===== src/hdl/mva_pkg.sv =====
// ----------------------------------------------------------------------------
// mva_pkg
// Shared widths, event codes and structs for the MIDI voice allocator.
// ----------------------------------------------------------------------------
`default_nettype none

package mva_pkg;

  // Default size of the voice table
  localparam int NUM_VOICES_DEF = 16;

  // Field widths
  localparam int KIND_W  = 2;
  localparam int CHAN_W  = 4;
  localparam int NOTE_W  = 7;
  localparam int CTRL_W  = 7;
  localparam int INDEX_W = 4;
  localparam int MASK_W  = 16;

  // Event kinds
  localparam logic [KIND_W-1:0] KIND_NOTE_ON  = 2'd0;
  localparam logic [KIND_W-1:0] KIND_NOTE_OFF = 2'd1;
  localparam logic [KIND_W-1:0] KIND_CONTROL  = 2'd2;

  // Sustain pedal controller and its threshold
  localparam logic [CTRL_W-1:0] CTRL_SUSTAIN   = 7'h40;
  localparam logic [CTRL_W-1:0] PEDAL_DOWN_MIN = 7'd64;

  // One latched event
  typedef struct packed {
    logic [KIND_W-1:0] kind;
    logic [CHAN_W-1:0] channel;
    logic              all_channels;
    logic [NOTE_W-1:0] note_number;
    logic              all_notes;
    logic [CTRL_W-1:0] controller;
    logic [CTRL_W-1:0] ctrl_value;
  } mva_cmd_t;

  // Stored part of a voice
  typedef struct packed {
    logic [CHAN_W-1:0] channel;
    logic [NOTE_W-1:0] note;
  } mva_entry_t;

  // Update decided for the voice under evaluation
  typedef struct packed {
    logic take;
    logic set_pressed;
    logic clr_pressed;
    logic set_sus;
    logic clr_sus;
  } mva_action_t;

  // Sequencer states
  typedef enum logic [2:0] {
    ST_IDLE   = 3'b001,
    ST_SCAN   = 3'b010,
    ST_FINISH = 3'b100
  } mva_state_t;

endpackage

`default_nettype wire


===== src/hdl/mva_if.sv =====
// ----------------------------------------------------------------------------
// mva_evt_if / mva_res_if
// Valid/ready channels carrying MIDI events in and allocation results out.
// ----------------------------------------------------------------------------
`default_nettype none

interface mva_evt_if;
  import mva_pkg::*;

  logic              valid;
  logic              ready;
  logic [KIND_W-1:0] kind;
  logic [CHAN_W-1:0] channel;
  logic              all_channels;
  logic [NOTE_W-1:0] note_number;
  logic              all_notes;
  logic [CTRL_W-1:0] controller;
  logic [CTRL_W-1:0] ctrl_value;

  modport source (
    output valid, kind, channel, all_channels, note_number, all_notes,
           controller, ctrl_value,
    input  ready
  );

  modport sink (
    input  valid, kind, channel, all_channels, note_number, all_notes,
           controller, ctrl_value,
    output ready
  );
endinterface

interface mva_res_if;
  import mva_pkg::*;

  logic               valid;
  logic               ready;
  logic [INDEX_W-1:0] voice_index;
  logic               voice_started;
  logic [MASK_W-1:0]  sounding_mask;

  modport source (
    output valid, voice_index, voice_started, sounding_mask,
    input  ready
  );

  modport sink (
    input  valid, voice_index, voice_started, sounding_mask,
    output ready
  );
endinterface

`default_nettype wire


===== src/hdl/mva_voice_eval.sv =====
// ----------------------------------------------------------------------------
// mva_voice_eval
// Shared compare unit: decides the update for one voice against one event.
// ----------------------------------------------------------------------------
`default_nettype none

module mva_voice_eval (
  input  mva_pkg::mva_cmd_t    cmd,
  input  logic                 found,
  input  logic                 pressed,
  input  logic                 sustained,
  input  mva_pkg::mva_entry_t  entry,
  output mva_pkg::mva_action_t act
);
  import mva_pkg::*;

  logic note_hit;
  logic chan_hit;
  logic chan_same;

  // Match terms for note off and sustain
  assign note_hit  = cmd.all_notes || (entry.note == cmd.note_number);
  assign chan_same = (entry.channel == cmd.channel);
  assign chan_hit  = cmd.all_channels || chan_same;

  // Decide the action for this voice
  always_comb begin
    act = '0;
    case (cmd.kind)
      KIND_NOTE_ON: begin
        // take the first voice that is neither pressed nor sustained
        if (!found && !pressed && !sustained) begin
          act.take        = 1'b1;
          act.set_pressed = 1'b1;
        end
      end
      KIND_NOTE_OFF: begin
        act.clr_pressed = pressed && note_hit && chan_hit;
      end
      KIND_CONTROL: begin
        if (cmd.controller == CTRL_SUSTAIN && chan_same) begin
          if (cmd.ctrl_value >= PEDAL_DOWN_MIN) begin
            act.set_sus = pressed;
          end else begin
            act.clr_sus = 1'b1;
          end
        end
      end
      default: begin
        act = '0;
      end
    endcase
  end

endmodule

`default_nettype wire


===== src/hdl/mva_voice_table.sv =====
// ----------------------------------------------------------------------------
// mva_voice_table
// Voice state: pressed and sustained flags in flops, channel and note in a
// single-port-read memory with registered read data.
// ----------------------------------------------------------------------------
`default_nettype none

module mva_voice_table #(
  parameter int NUM_VOICES = mva_pkg::NUM_VOICES_DEF,
  localparam int VW = (NUM_VOICES > 1) ? $clog2(NUM_VOICES) : 1
) (
  input  logic                        clk,
  input  logic                        rst,
  input  logic                        rd_en,
  input  logic [VW-1:0]               rd_addr,
  output mva_pkg::mva_entry_t         rd_entry,
  input  logic [VW-1:0]               cur_addr,
  input  logic                        act_en,
  input  mva_pkg::mva_action_t        act,
  input  mva_pkg::mva_entry_t         wr_entry,
  output logic                        cur_pressed,
  output logic                        cur_sustained,
  output logic [mva_pkg::MASK_W-1:0]  mask
);
  import mva_pkg::*;

  logic [NUM_VOICES-1:0] pressed;
  logic [NUM_VOICES-1:0] sustained;
  mva_entry_t            mem [NUM_VOICES];

  // Channel and note store: read one entry ahead, write the taken voice
  always_ff @(posedge clk) begin
    if (rd_en) begin
      rd_entry <= mem[rd_addr];
    end
    if (act_en && act.take) begin
      mem[cur_addr] <= wr_entry;
    end
  end

  // Pressed and sustained flags for the voice under evaluation
  always_ff @(posedge clk) begin
    if (rst) begin
      pressed   <= '0;
      sustained <= '0;
    end else if (act_en) begin
      if (act.set_pressed) begin
        pressed[cur_addr] <= 1'b1;
      end else if (act.clr_pressed) begin
        pressed[cur_addr] <= 1'b0;
      end
      if (act.set_sus) begin
        sustained[cur_addr] <= 1'b1;
      end else if (act.clr_sus) begin
        sustained[cur_addr] <= 1'b0;
      end
    end
  end

  assign cur_pressed   = pressed[cur_addr];
  assign cur_sustained = sustained[cur_addr];

  // Sounding mask covers the low voices only
  for (genvar i = 0; i < MASK_W; i++) begin : g_mask
    if (i < NUM_VOICES) begin : g_live
      assign mask[i] = pressed[i] | sustained[i];
    end else begin : g_none
      assign mask[i] = 1'b0;
    end
  end

  // A taken voice is pressed on the next cycle
  a_take_pressed: assert property (@(posedge clk) disable iff (rst)
    (act_en && act.take) |=> pressed[$past(cur_addr)])
    else $error("taken voice not marked pressed");

  // Sustain set and clear never fire together
  a_sus_excl: assert property (@(posedge clk) disable iff (rst)
    act_en |-> !(act.set_sus && act.clr_sus))
    else $error("sustain set and clear together");

  // Reset leaves no voice sounding
  a_reset_clear: assert property (@(posedge clk) disable iff (rst)
    $past(rst) |-> (pressed == '0 && sustained == '0))
    else $error("voice flags not cleared by reset");

endmodule

`default_nettype wire


===== src/hdl/midi_voice_allocator_unit.sv =====
// ----------------------------------------------------------------------------
// midi_voice_allocator_unit
// Polyphonic voice allocator driven by MIDI note and sustain events.
// ----------------------------------------------------------------------------
// Each event is latched and then checked against the voice table one voice
// per cycle through a single compare unit, the table memory being read one
// entry ahead of the evaluation. An event occupies the block from acceptance
// to the next acceptance, passing through the accept state, the scan (paced
// by the one memory read port) and the state that loads the result register.
// The result is held in that register until taken; a new event is accepted
// meanwhile, and its result is loaded once the previous one has gone.
`default_nettype none

module midi_voice_allocator_unit #(
  parameter int NUM_VOICES = mva_pkg::NUM_VOICES_DEF
) (
  input  logic clk,
  input  logic rst,
  mva_evt_if.sink   evt,
  mva_res_if.source res
);
  import mva_pkg::*;

  localparam int VW = (NUM_VOICES > 1) ? $clog2(NUM_VOICES) : 1;
  localparam int CW = $clog2(NUM_VOICES + 1);

  mva_state_t         state;
  mva_cmd_t           cmd;
  logic [CW-1:0]      cnt;
  logic               issue;
  logic               eval_valid;
  logic [VW-1:0]      cur_voice;
  logic               found;
  logic [VW-1:0]      voice_idx;
  logic               res_valid;
  logic [INDEX_W-1:0] res_index;
  logic               res_started;
  logic [MASK_W-1:0]  res_mask;

  mva_entry_t         rd_entry;
  mva_entry_t         wr_entry;
  mva_action_t        act;
  logic               cur_pressed;
  logic               cur_sustained;
  logic [MASK_W-1:0]  mask;

  // Read the next voice while voices remain
  assign issue = (state == ST_SCAN) && (cnt != CW'(NUM_VOICES));

  assign wr_entry.channel = cmd.channel;
  assign wr_entry.note    = cmd.note_number;

  mva_voice_table #(
    .NUM_VOICES (NUM_VOICES)
  ) u_table (
    .clk           (clk),
    .rst           (rst),
    .rd_en         (issue),
    .rd_addr       (cnt[VW-1:0]),
    .rd_entry      (rd_entry),
    .cur_addr      (cur_voice),
    .act_en        (eval_valid),
    .act           (act),
    .wr_entry      (wr_entry),
    .cur_pressed   (cur_pressed),
    .cur_sustained (cur_sustained),
    .mask          (mask)
  );

  mva_voice_eval u_eval (
    .cmd       (cmd),
    .found     (found),
    .pressed   (cur_pressed),
    .sustained (cur_sustained),
    .entry     (rd_entry),
    .act       (act)
  );

  // Sequencer: latch, scan, load result
  always_ff @(posedge clk) begin
    if (rst) begin
      state      <= ST_IDLE;
      eval_valid <= 1'b0;
      found      <= 1'b0;
      res_valid  <= 1'b0;
    end else begin
      eval_valid <= issue;
      if (res_valid && res.ready && (state != ST_FINISH)) begin
        res_valid <= 1'b0;
      end
      case (state)
        ST_IDLE: begin
          if (evt.valid) begin
            cmd.kind         <= evt.kind;
            cmd.channel      <= evt.channel;
            cmd.all_channels <= evt.all_channels;
            cmd.note_number  <= evt.note_number;
            cmd.all_notes    <= evt.all_notes;
            cmd.controller   <= evt.controller;
            cmd.ctrl_value   <= evt.ctrl_value;
            cnt              <= '0;
            state            <= ST_SCAN;
          end
        end
        ST_SCAN: begin
          if (issue) begin
            cnt       <= cnt + CW'(1);
            cur_voice <= cnt[VW-1:0];
          end else begin
            // last voice is evaluated this cycle
            state <= ST_FINISH;
          end
        end
        ST_FINISH: begin
          if (!res_valid || res.ready) begin
            res_valid   <= 1'b1;
            res_index   <= found ? INDEX_W'(voice_idx) : '0;
            res_started <= found;
            res_mask    <= mask;
            state       <= ST_IDLE;
          end
        end
        default: begin
          state <= ST_IDLE;
        end
      endcase
      // remember the voice taken by a note on
      if (state == ST_IDLE) begin
        found <= 1'b0;
      end else if (eval_valid && act.take) begin
        found     <= 1'b1;
        voice_idx <= cur_voice;
      end
    end
  end

  assign evt.ready         = (state == ST_IDLE);
  assign res.valid         = res_valid;
  assign res.voice_index   = res_index;
  assign res.voice_started = res_started;
  assign res.sounding_mask = res_mask;

  // Evaluation runs only inside a scan
  a_eval_in_scan: assert property (@(posedge clk) disable iff (rst)
    eval_valid |-> (state == ST_SCAN))
    else $error("voice evaluated outside scan");

  // Scan counter never passes the table size
  a_cnt_bound: assert property (@(posedge clk) disable iff (rst)
    (state == ST_SCAN) |-> (cnt <= CW'(NUM_VOICES)))
    else $error("scan counter out of range");

  // Only a note on can start a voice
  a_start_note_on: assert property (@(posedge clk) disable iff (rst)
    (state == ST_FINISH && found) |-> (cmd.kind == KIND_NOTE_ON))
    else $error("voice started by an event other than note on");

endmodule

`default_nettype wire

===== src/flat_wrapper.sv =====
// flat-port wrapper written by rule: the top's interface ports become plain ports
module midi_voice_allocator_unit_flat import mva_pkg::*;
#(
  parameter int NUM_VOICES = mva_pkg::NUM_VOICES_DEF
)
  (clk, rst, evt_valid, evt_kind, evt_channel, evt_all_channels, evt_note_number, evt_all_notes, evt_controller, evt_ctrl_value, evt_ready, res_valid, res_voice_index, res_voice_started, res_sounding_mask, res_ready);
  mva_evt_if evt_i ();
  mva_res_if res_i ();
  input  logic clk;
  input  logic rst;
  input wire logic [$bits(evt_i.valid)-1:0] evt_valid;
  input wire logic [$bits(evt_i.kind)-1:0] evt_kind;
  input wire logic [$bits(evt_i.channel)-1:0] evt_channel;
  input wire logic [$bits(evt_i.all_channels)-1:0] evt_all_channels;
  input wire logic [$bits(evt_i.note_number)-1:0] evt_note_number;
  input wire logic [$bits(evt_i.all_notes)-1:0] evt_all_notes;
  input wire logic [$bits(evt_i.controller)-1:0] evt_controller;
  input wire logic [$bits(evt_i.ctrl_value)-1:0] evt_ctrl_value;
  output wire logic [$bits(evt_i.ready)-1:0] evt_ready;
  output wire logic [$bits(res_i.valid)-1:0] res_valid;
  output wire logic [$bits(res_i.voice_index)-1:0] res_voice_index;
  output wire logic [$bits(res_i.voice_started)-1:0] res_voice_started;
  output wire logic [$bits(res_i.sounding_mask)-1:0] res_sounding_mask;
  input wire logic [$bits(res_i.ready)-1:0] res_ready;
  assign evt_i.valid = evt_valid;
  assign evt_i.kind = evt_kind;
  assign evt_i.channel = evt_channel;
  assign evt_i.all_channels = evt_all_channels;
  assign evt_i.note_number = evt_note_number;
  assign evt_i.all_notes = evt_all_notes;
  assign evt_i.controller = evt_controller;
  assign evt_i.ctrl_value = evt_ctrl_value;
  assign evt_ready = evt_i.ready;
  assign res_valid = res_i.valid;
  assign res_voice_index = res_i.voice_index;
  assign res_voice_started = res_i.voice_started;
  assign res_sounding_mask = res_i.sounding_mask;
  assign res_i.ready = res_ready;
  midi_voice_allocator_unit #(.NUM_VOICES(NUM_VOICES)) u_core (.clk(clk), .rst(rst), .evt(evt_i), .res(res_i));
endmodule

===== config.mk =====
export PLATFORM = sky130hd
export DESIGN_NAME = midi_voice_allocator_unit_flat
export DESIGN_NICKNAME = d
export VERILOG_FILES = /design/src/hdl/mva_pkg.sv /design/src/hdl/mva_if.sv /design/src/hdl/mva_voice_eval.sv /design/src/hdl/mva_voice_table.sv /design/src/hdl/midi_voice_allocator_unit.sv /design/src/flat_wrapper.sv
export SDC_FILE = /design/constraint.sdc
export NUM_CORES = 1
export LEC_CHECK = 0
export CAP_MARGIN = 30
export CELL_PAD_IN_SITES_DETAIL_PLACEMENT = 1
export CELL_PAD_IN_SITES_GLOBAL_PLACEMENT = 2
export CORE_AREA = 2 2 160 194
export DETAILED_ROUTE_END_ITERATION = 16
export DIE_AREA = 0 0 162 196
export DONT_BUFFER_PORTS = 1
export PLACE_DENSITY = 0.64
export SYNTH_ARGS = -nofsm -noshare
export SYNTH_HDL_FRONTEND = slang
export SYNTH_SLANG_ARGS = --single-unit

===== constraint.sdc =====
create_clock -name clk -period 4.3 [get_ports clk]
set_input_delay 0.215 -clock clk [delete_from_list [all_inputs] [get_ports clk]]
set_output_delay 0.215 -clock clk [all_outputs]
set_load 0.01 [all_outputs]

==> results of run 1 <==
-- what timing repair did --
action	4_1_cts	5_1_grt
resized for setup	0	0
hold buffers	28	0
endpoints found under the hold margin	68	0
setup endpoints to repair	0	0
-- critical path, stage by stage, from the launching register on --
cell	delay (ns)
edfxtp_1	0.76
mux4_1	0.64
nand3_1	0.14
and4_1	0.61
nand4_1	0.29
inv_1	0.67
-- worst max path at each step --
stage                   startpoint                           to  slack (ns)  depth (start not counted)
4_1_cts        u_core.cur_voice[0]     u_core.u_table.mem[2][6]        0.80                          5
6_report       u_core.cur_voice[0]     u_core.u_table.mem[2][6]        0.78                          5
3_5_place_dp   u_core.cur_voice[0]     u_core.u_table.mem[2][0]        0.82                          5
5_1_grt        u_core.cur_voice[0]     u_core.u_table.mem[2][3]        0.62                          5
3_3_place_gp   u_core.cur_voice[0]    u_core.u_table.mem[10][5]        0.93                          6
2_1_floorplan                  rst  u_core.res.sounding_mask[0]        1.13                          3
-- where the power goes --
part	switching, mW	leakage, nW	internal, mW
registers	0.0327	2.51	2.98
clock network	1.04	0.456	1.44
logic	0.0767	1.23	0.0809
-- placed cells by master, fill, tap and decap left out, types with 14 or more instances in the layout --
| master | count |
|---|---|
| edfxtp_1 | 244 |
| mux4_2 | 58 |
| dfxtp_1 | 38 |
| clkbuf_16 | 31 |
| nor2_1 | 27 |
| dlygate4sd3_1 | 27 |
| inv_1 | 20 |
| or2_2 | 20 |
| nand2_1 | 17 |
| a31oi_1 | 17 |
| a211oi_1 | 17 |
| nand4_1 | 16 |
| a21oi_1 | 16 |
| buf_4 | 15 |
| o41ai_1 | 14 |
-- cell families after synthesis --
family	Yosys count	synth area share, %
multiplexers	65	12.86
buffers and inverters	58	2.354
AO/OA/AOI/OAI	71	4.462
AND/OR/NAND/NOR	135	6.894
adder cells (fa/ha/maj)	2	0.2231
XOR/XNOR	14	1.093
flip-flops	282	72.11
-- cell usage after synthesis, types with 2 or more instances --
| library cell | instances | share of area (%) |
|---|---|---|
| a211oi_1 | 17 | 1.1 |
| nand4_1 | 16 | 0.89 |
| nor3_1 | 7 | 0.31 |
| buf_1 | 5 | 0.17 |
| nor2_1 | 27 | 0.90 |
| o32ai_1 | 2 | 0.16 |
| or3_1 | 2 | 0.11 |
| nor3_2 | 2 | 0.18 |
| mux2i_1 | 2 | 0.18 |
| mux4_1 | 4 | 0.94 |
| mux4_2 | 58 | 12 |
| clkbuf_1 | 18 | 0.60 |
| a31oi_1 | 17 | 0.95 |
| a41oi_1 | 2 | 0.16 |
| xnor2_1 | 4 | 0.31 |
| o41ai_1 | 14 | 1.1 |
| and2_1 | 5 | 0.28 |
| dfxtp_1 | 38 | 6.8 |
| a21oi_1 | 16 | 0.71 |
| or2_2 | 20 | 1.1 |
| and3_1 | 2 | 0.11 |
| nand2_1 | 17 | 0.57 |
| nor4_1 | 7 | 0.39 |
| xor2_1 | 10 | 0.78 |
| inv_1 | 20 | 0.67 |
| ha_1 | 2 | 0.22 |
| buf_6 | 4 | 0.40 |
| edfxtp_1 | 244 | 65 |
| nand3_1 | 9 | 0.40 |
| nor2b_1 | 4 | 0.22 |
| nand2b_1 | 7 | 0.39 |
| buf_2 | 10 | 0.45 |
-- cell type report --
class,count,area [µm²],area share (%)
Timing Repair Buffer,45,442.9,3.428
Tap cell,396,495.5,3.835
Inverter,20,75.07,0.5810
Clock buffer,38,802.0,6.207
Multi-Input combinational cell,287,2870,22.21
Sequential cell,282,8088,62.59
Clock inverter,18,147.6,1.143
-- metrics by stage --
stage                     area [µm²]  hold WS (ns)
after floorplan                11220        0.3139
after global placement         11680        0.2941
after detailed placement       11680        0.2984
after CTS                      12920       0.08689
after global routing           12920       0.09937
final                          12920        0.1059
-- metal layers --
metal  GRT usage [%]  vias to the layer above  wire length (µm)
met1           20.61                     3048             10530
met5               0                        -                 0
met2           29.38                      129             13180
met3           2.326                       36               886
met4           5.637                        0               787
li1                -                     2613                 -
==> impl_metrics.toml, run 1 <==
[hold_path]
hp-start = "rst"
whs_path_depth = 2
hold_class = "primary input to register"
hold_end = "u_core.res.voice_started"

[grt]
grt_antenna_before_repair = 0
first_global_vias = 6441
grt_pass1_wl_um = 39650
grt_usage_pct = 16.50
grt_overflow_total = 0
grt_max_degree = 50

[final_layout]
drive_gt1_share_pct = 21.45
antenna_cells = 0
fillers = 2917
utilization_pct = 43.14
nets = 701
final_cells = 1086
area_delta_synth_final_pct = 15.20

[timing]
hold_viol_final = 0
clock_skew_ns = 0.01485
setup_tns_ns = 0
rsz0062_at_grt = "false"
finalSetupViolCount = 0
drv_slew = 0
min_period_ns = 3.516
slew_headroom_pct = 38.71
layout_setup_ws_ns = 0.7838
finalCritPeriodShare_pct = 81.77
max_freq_ghz = 0.2844
worstMarginPinSlew_ns = 0.9193

[placed_design]
dpl.hpwl_um = 16030
place_ws_ns = 0.8170
portBuffers = 0
place_inst = 1002
gp_congestion = 0.7672

[setup_path]
cp-end-kind = "register"
worstPathRequired_ns = 4.47
cp_max_fo = 16
arrival_ns = 3.69
path_class = "register to register"
reg2reg_to = "u_core.u_table.mem[2][6]"
rr_startpoint = "u_core.cur_voice[0]"
startpoint_type = "register"
ff2ff_setup_slack_ns = 0.78
ff2ff_path_depth = 5

[clock_network]
cts_tree = "yes"
numCtsBuffers = 30
cts.htree.levels = 1
clockRootBuffer = "clkbuf_16"
clock_path_buffers = 3
cts_setup_buffers = 0
clk_pin_slew_ns = 0.06
cts.sinks = 282
worstSkewPairLatency_ns = 0.55

[floorplanning]
dieArea_um2 = 31750
rows = 70
io_pins = 56
core_um2 = 29950
die_h_um = 196
initial_core_util_pct = 37.44
fp.dieW_um = 162

[yosys]
synthCells = 627
avgSynthCellArea_um2 = 17.89
synth-warning-count = 0
synth_seq_cells = 282
ys_seq_area_share_pct = 72.11
synth_cell_types = 47
synth_edf_count = 244
netlist_area_um2 = 11220
synthArstFlopShare_pct = 0
synth_top_flop_cell = "edfxtp_1"
synthesis.nets = 662

[pwr]
power_density_nw_per_um2 = 437.5
leakagePower_nw = 4.200
fin_total_pwr_mw = 5.652
ir_drop_mv = 0.3230

[route]
vias_per_cell = 5.365
route.detailed.drc = 0
wl_per_cell_um = 23.38
ant_nets = 0
routed_wl_um = 25390
drt_iter0_markers = 303
routed-via-count = 5826
first_pass_iters = 4

[job]
drv_cap = 0

[outcome]
status = "finished clean"
No activity file was read; power rests on OpenSTA's default activity.
==> inputs of run 2 (changes only) <==
PLACE_DENSITY = 0.66   (was 0.64)
clock period = 3 ns   (was 4.3 ns; I/O delays follow)
==> run 2 against run 1 <==
Worst setup slack got worse by 0.65 ns. Global-route usage rose by 0.33 points. Cell count rose by 1.6%. Combinational power rose by 49%. Routed wire length rose by 2.2%. Sequential power rose by 44%. Sequential share of layout area fell by 1.4 points. Clock power rose by 38%. Critical path type unchanged. Critical endpoint is now u_core.u_table.mem[11][9].
==> impl_metrics.toml, run 2 (synthesis gave the netlist of run 1 again) <==
[timing]
drv_slew = 0
finalCritPeriodShare_pct = 95.53
max_freq_ghz = 0.3489
hold_viol_final = 0
slew_headroom_pct = 55.68
layout_setup_ws_ns = 0.1340
finalSetupViolCount = 0
min_period_ns = 2.866
rsz0062_at_grt = "false"
clock_skew_ns = 0.01815
worstMarginPinSlew_ns = 0.6640
setup_tns_ns = 0

[grt]
grt_max_degree = 48
grt_usage_pct = 16.83
grt_antenna_before_repair = 0
grt_pass1_wl_um = 40050
first_global_vias = 6480
grt_overflow_total = 0

[floorplanning]
dieArea_um2 = 31750
fp.dieW_um = 162
initial_core_util_pct = 37.44
die_h_um = 196
io_pins = 56
core_um2 = 29950
rows = 70

[final_layout]
drive_gt1_share_pct = 23.76
fillers = 2915
area_delta_synth_final_pct = 17.79
design_area_um2 = 13210
nets = 721
seqCellArea_um2 = 8088
layout_common_cells = "edfxtp_1, mux4_2, dfxtp_1"
antenna_cells = 0
final_cells = 1103
final_common_cell = "edfxtp_1"
multiInputGateArea_um2 = 2879

[placed_design]
dpl.hpwl_um = 16370
place_inst = 1025
postPlaceCellArea_um2 = 12030
portBuffers = 0
place_ws_ns = 0.09690
gp_congestion = 0.8264

[pwr]
p_seq_share_pct = 54.1
power.internal_mw = 6.364
power_density_nw_per_um2 = 603.8
swShare_pct = 20.23
leakagePower_nw = 4.340
ir_drop_mv = 0.4524
power.share.clock_pct = 42.9
p_sw_mw = 1.613
power_frac_comb_pct = 2.9

[setup_path]
startpoint_type = "register"
path_class = "register to register"
cp-startpoint = "u_core.cur_voice[0]"
cp-endpoint = "u_core.u_table.mem[11][9]"
worstPathRequired_ns = 3.27
cp_max_fo = 32
arrival_ns = 3.13
ff2ff_path_depth = 7
ff2ff_setup_slack_ns = 0.13
reg2reg_to = "u_core.u_table.mem[11][9]"
rr_startpoint = "u_core.cur_voice[0]"
cp-end-kind = "register"

[route]
routed_wl_um = 25950
first_pass_iters = 4
wl_per_cell_um = 23.53
routed-via-count = 5902
drt_iter0_markers = 372
vias_per_cell = 5.351
ant_nets = 0
route.detailed.drc = 0

[job]
drv_cap = 0

[clock_network]
cts_resized = 0
numCtsBuffers = 28
clk_pin_slew_ns = 0.06
holdBufCountCts = 27
clock_path_buffers = 3
cts.htree.levels = 1
worstSkewPairLatency_ns = 0.56
cts_tree = "yes"
clockRootBuffer = "clkbuf_16"
cts.sinks = 282
cts_setup_buffers = 0

[hold_path]
hold_class = "primary input to register"

[outcome]
status = "finished clean"
[run 2: changes by cell type in the layout (fill, tap and decap cells not counted), moves of 2 or more]
cell	before	now
buf_12	3	16
buf_4	15	25
clkinvlp_4	3	0
clkbuf_16	31	29
clkinv_1	6	4
clkinv_2	5	7
clkinv_4	2	0
[run 2: metal layers]
layer / global-route usage, % / routed length, µm
met1: 20.86 / 10470
met2: 30.29 / 13760
met3: 2.241 / 949
met4: 5.637 / 770
met5: 0 / 0
[run 2: layout make-up]
cell class / instances / share of cell area (%)
Clock inverter: 14 / 1.061
Inverter: 20 / 0.5682
Tap cell: 396 / 3.750
Timing Repair Buffer: 67 / 5.815
Multi-Input combinational cell: 287 / 21.79
Clock buffer: 37 / 5.796
Sequential cell: 282 / 61.22
[run 2: how the worst min path moves through the flow]
stage                           start                         to  slack (ns)  depth (start not counted)
finish                            rst  u_core.res.voice_index[1]        0.03                          2
global route                      rst  u_core.res.voice_index[2]        0.03                          2
global placement                  rst                   register        0.23                          1
floorplan           evt_controller[3]             u_core.cmd[10]        0.25                          0
CTS                               rst  u_core.res.voice_index[2]        0.02                          2
detailed placement                rst                   register        0.24                          1
[run 2: power by group through the flow]
stage / logic, mW / clock network, mW / registers, mW
after CTS: 0.242 / 3.51 / 4.32
final: 0.235 / 3.43 / 4.32
after global routing: 0.257 / 3.64 / 4.32
after floorplan: 0.150 / 0 / 4.38
after detailed placement: 0.201 / 0 / 4.40
after global placement: 0.195 / 0 / 4.40
[run 2: critical path, cell delays in order, from the launching register on]
cell and delay (ns):
edfxtp_1 0.67, mux4_1 0.63, nand3_1 0.14, and4_1 0.25, buf_12 0.19, nand3_4 0.14, nor3_2 0.34, buf_12 0.21
[run 2: stage by stage]
stage | utilization, % | power (mW) | hold slack, ns
5_1_grt | 44.11 | 8.221 | 0.02913
3_3_place_gp | 40.15 | 4.591 | 0.2341
6_report | 44.11 | 7.977 | 0.03044
4_1_cts | 44.11 | 8.064 | 0.01934
2_1_floorplan | - | 4.533 | 0.2489
3_5_place_dp | 40.15 | 4.603 | 0.2371
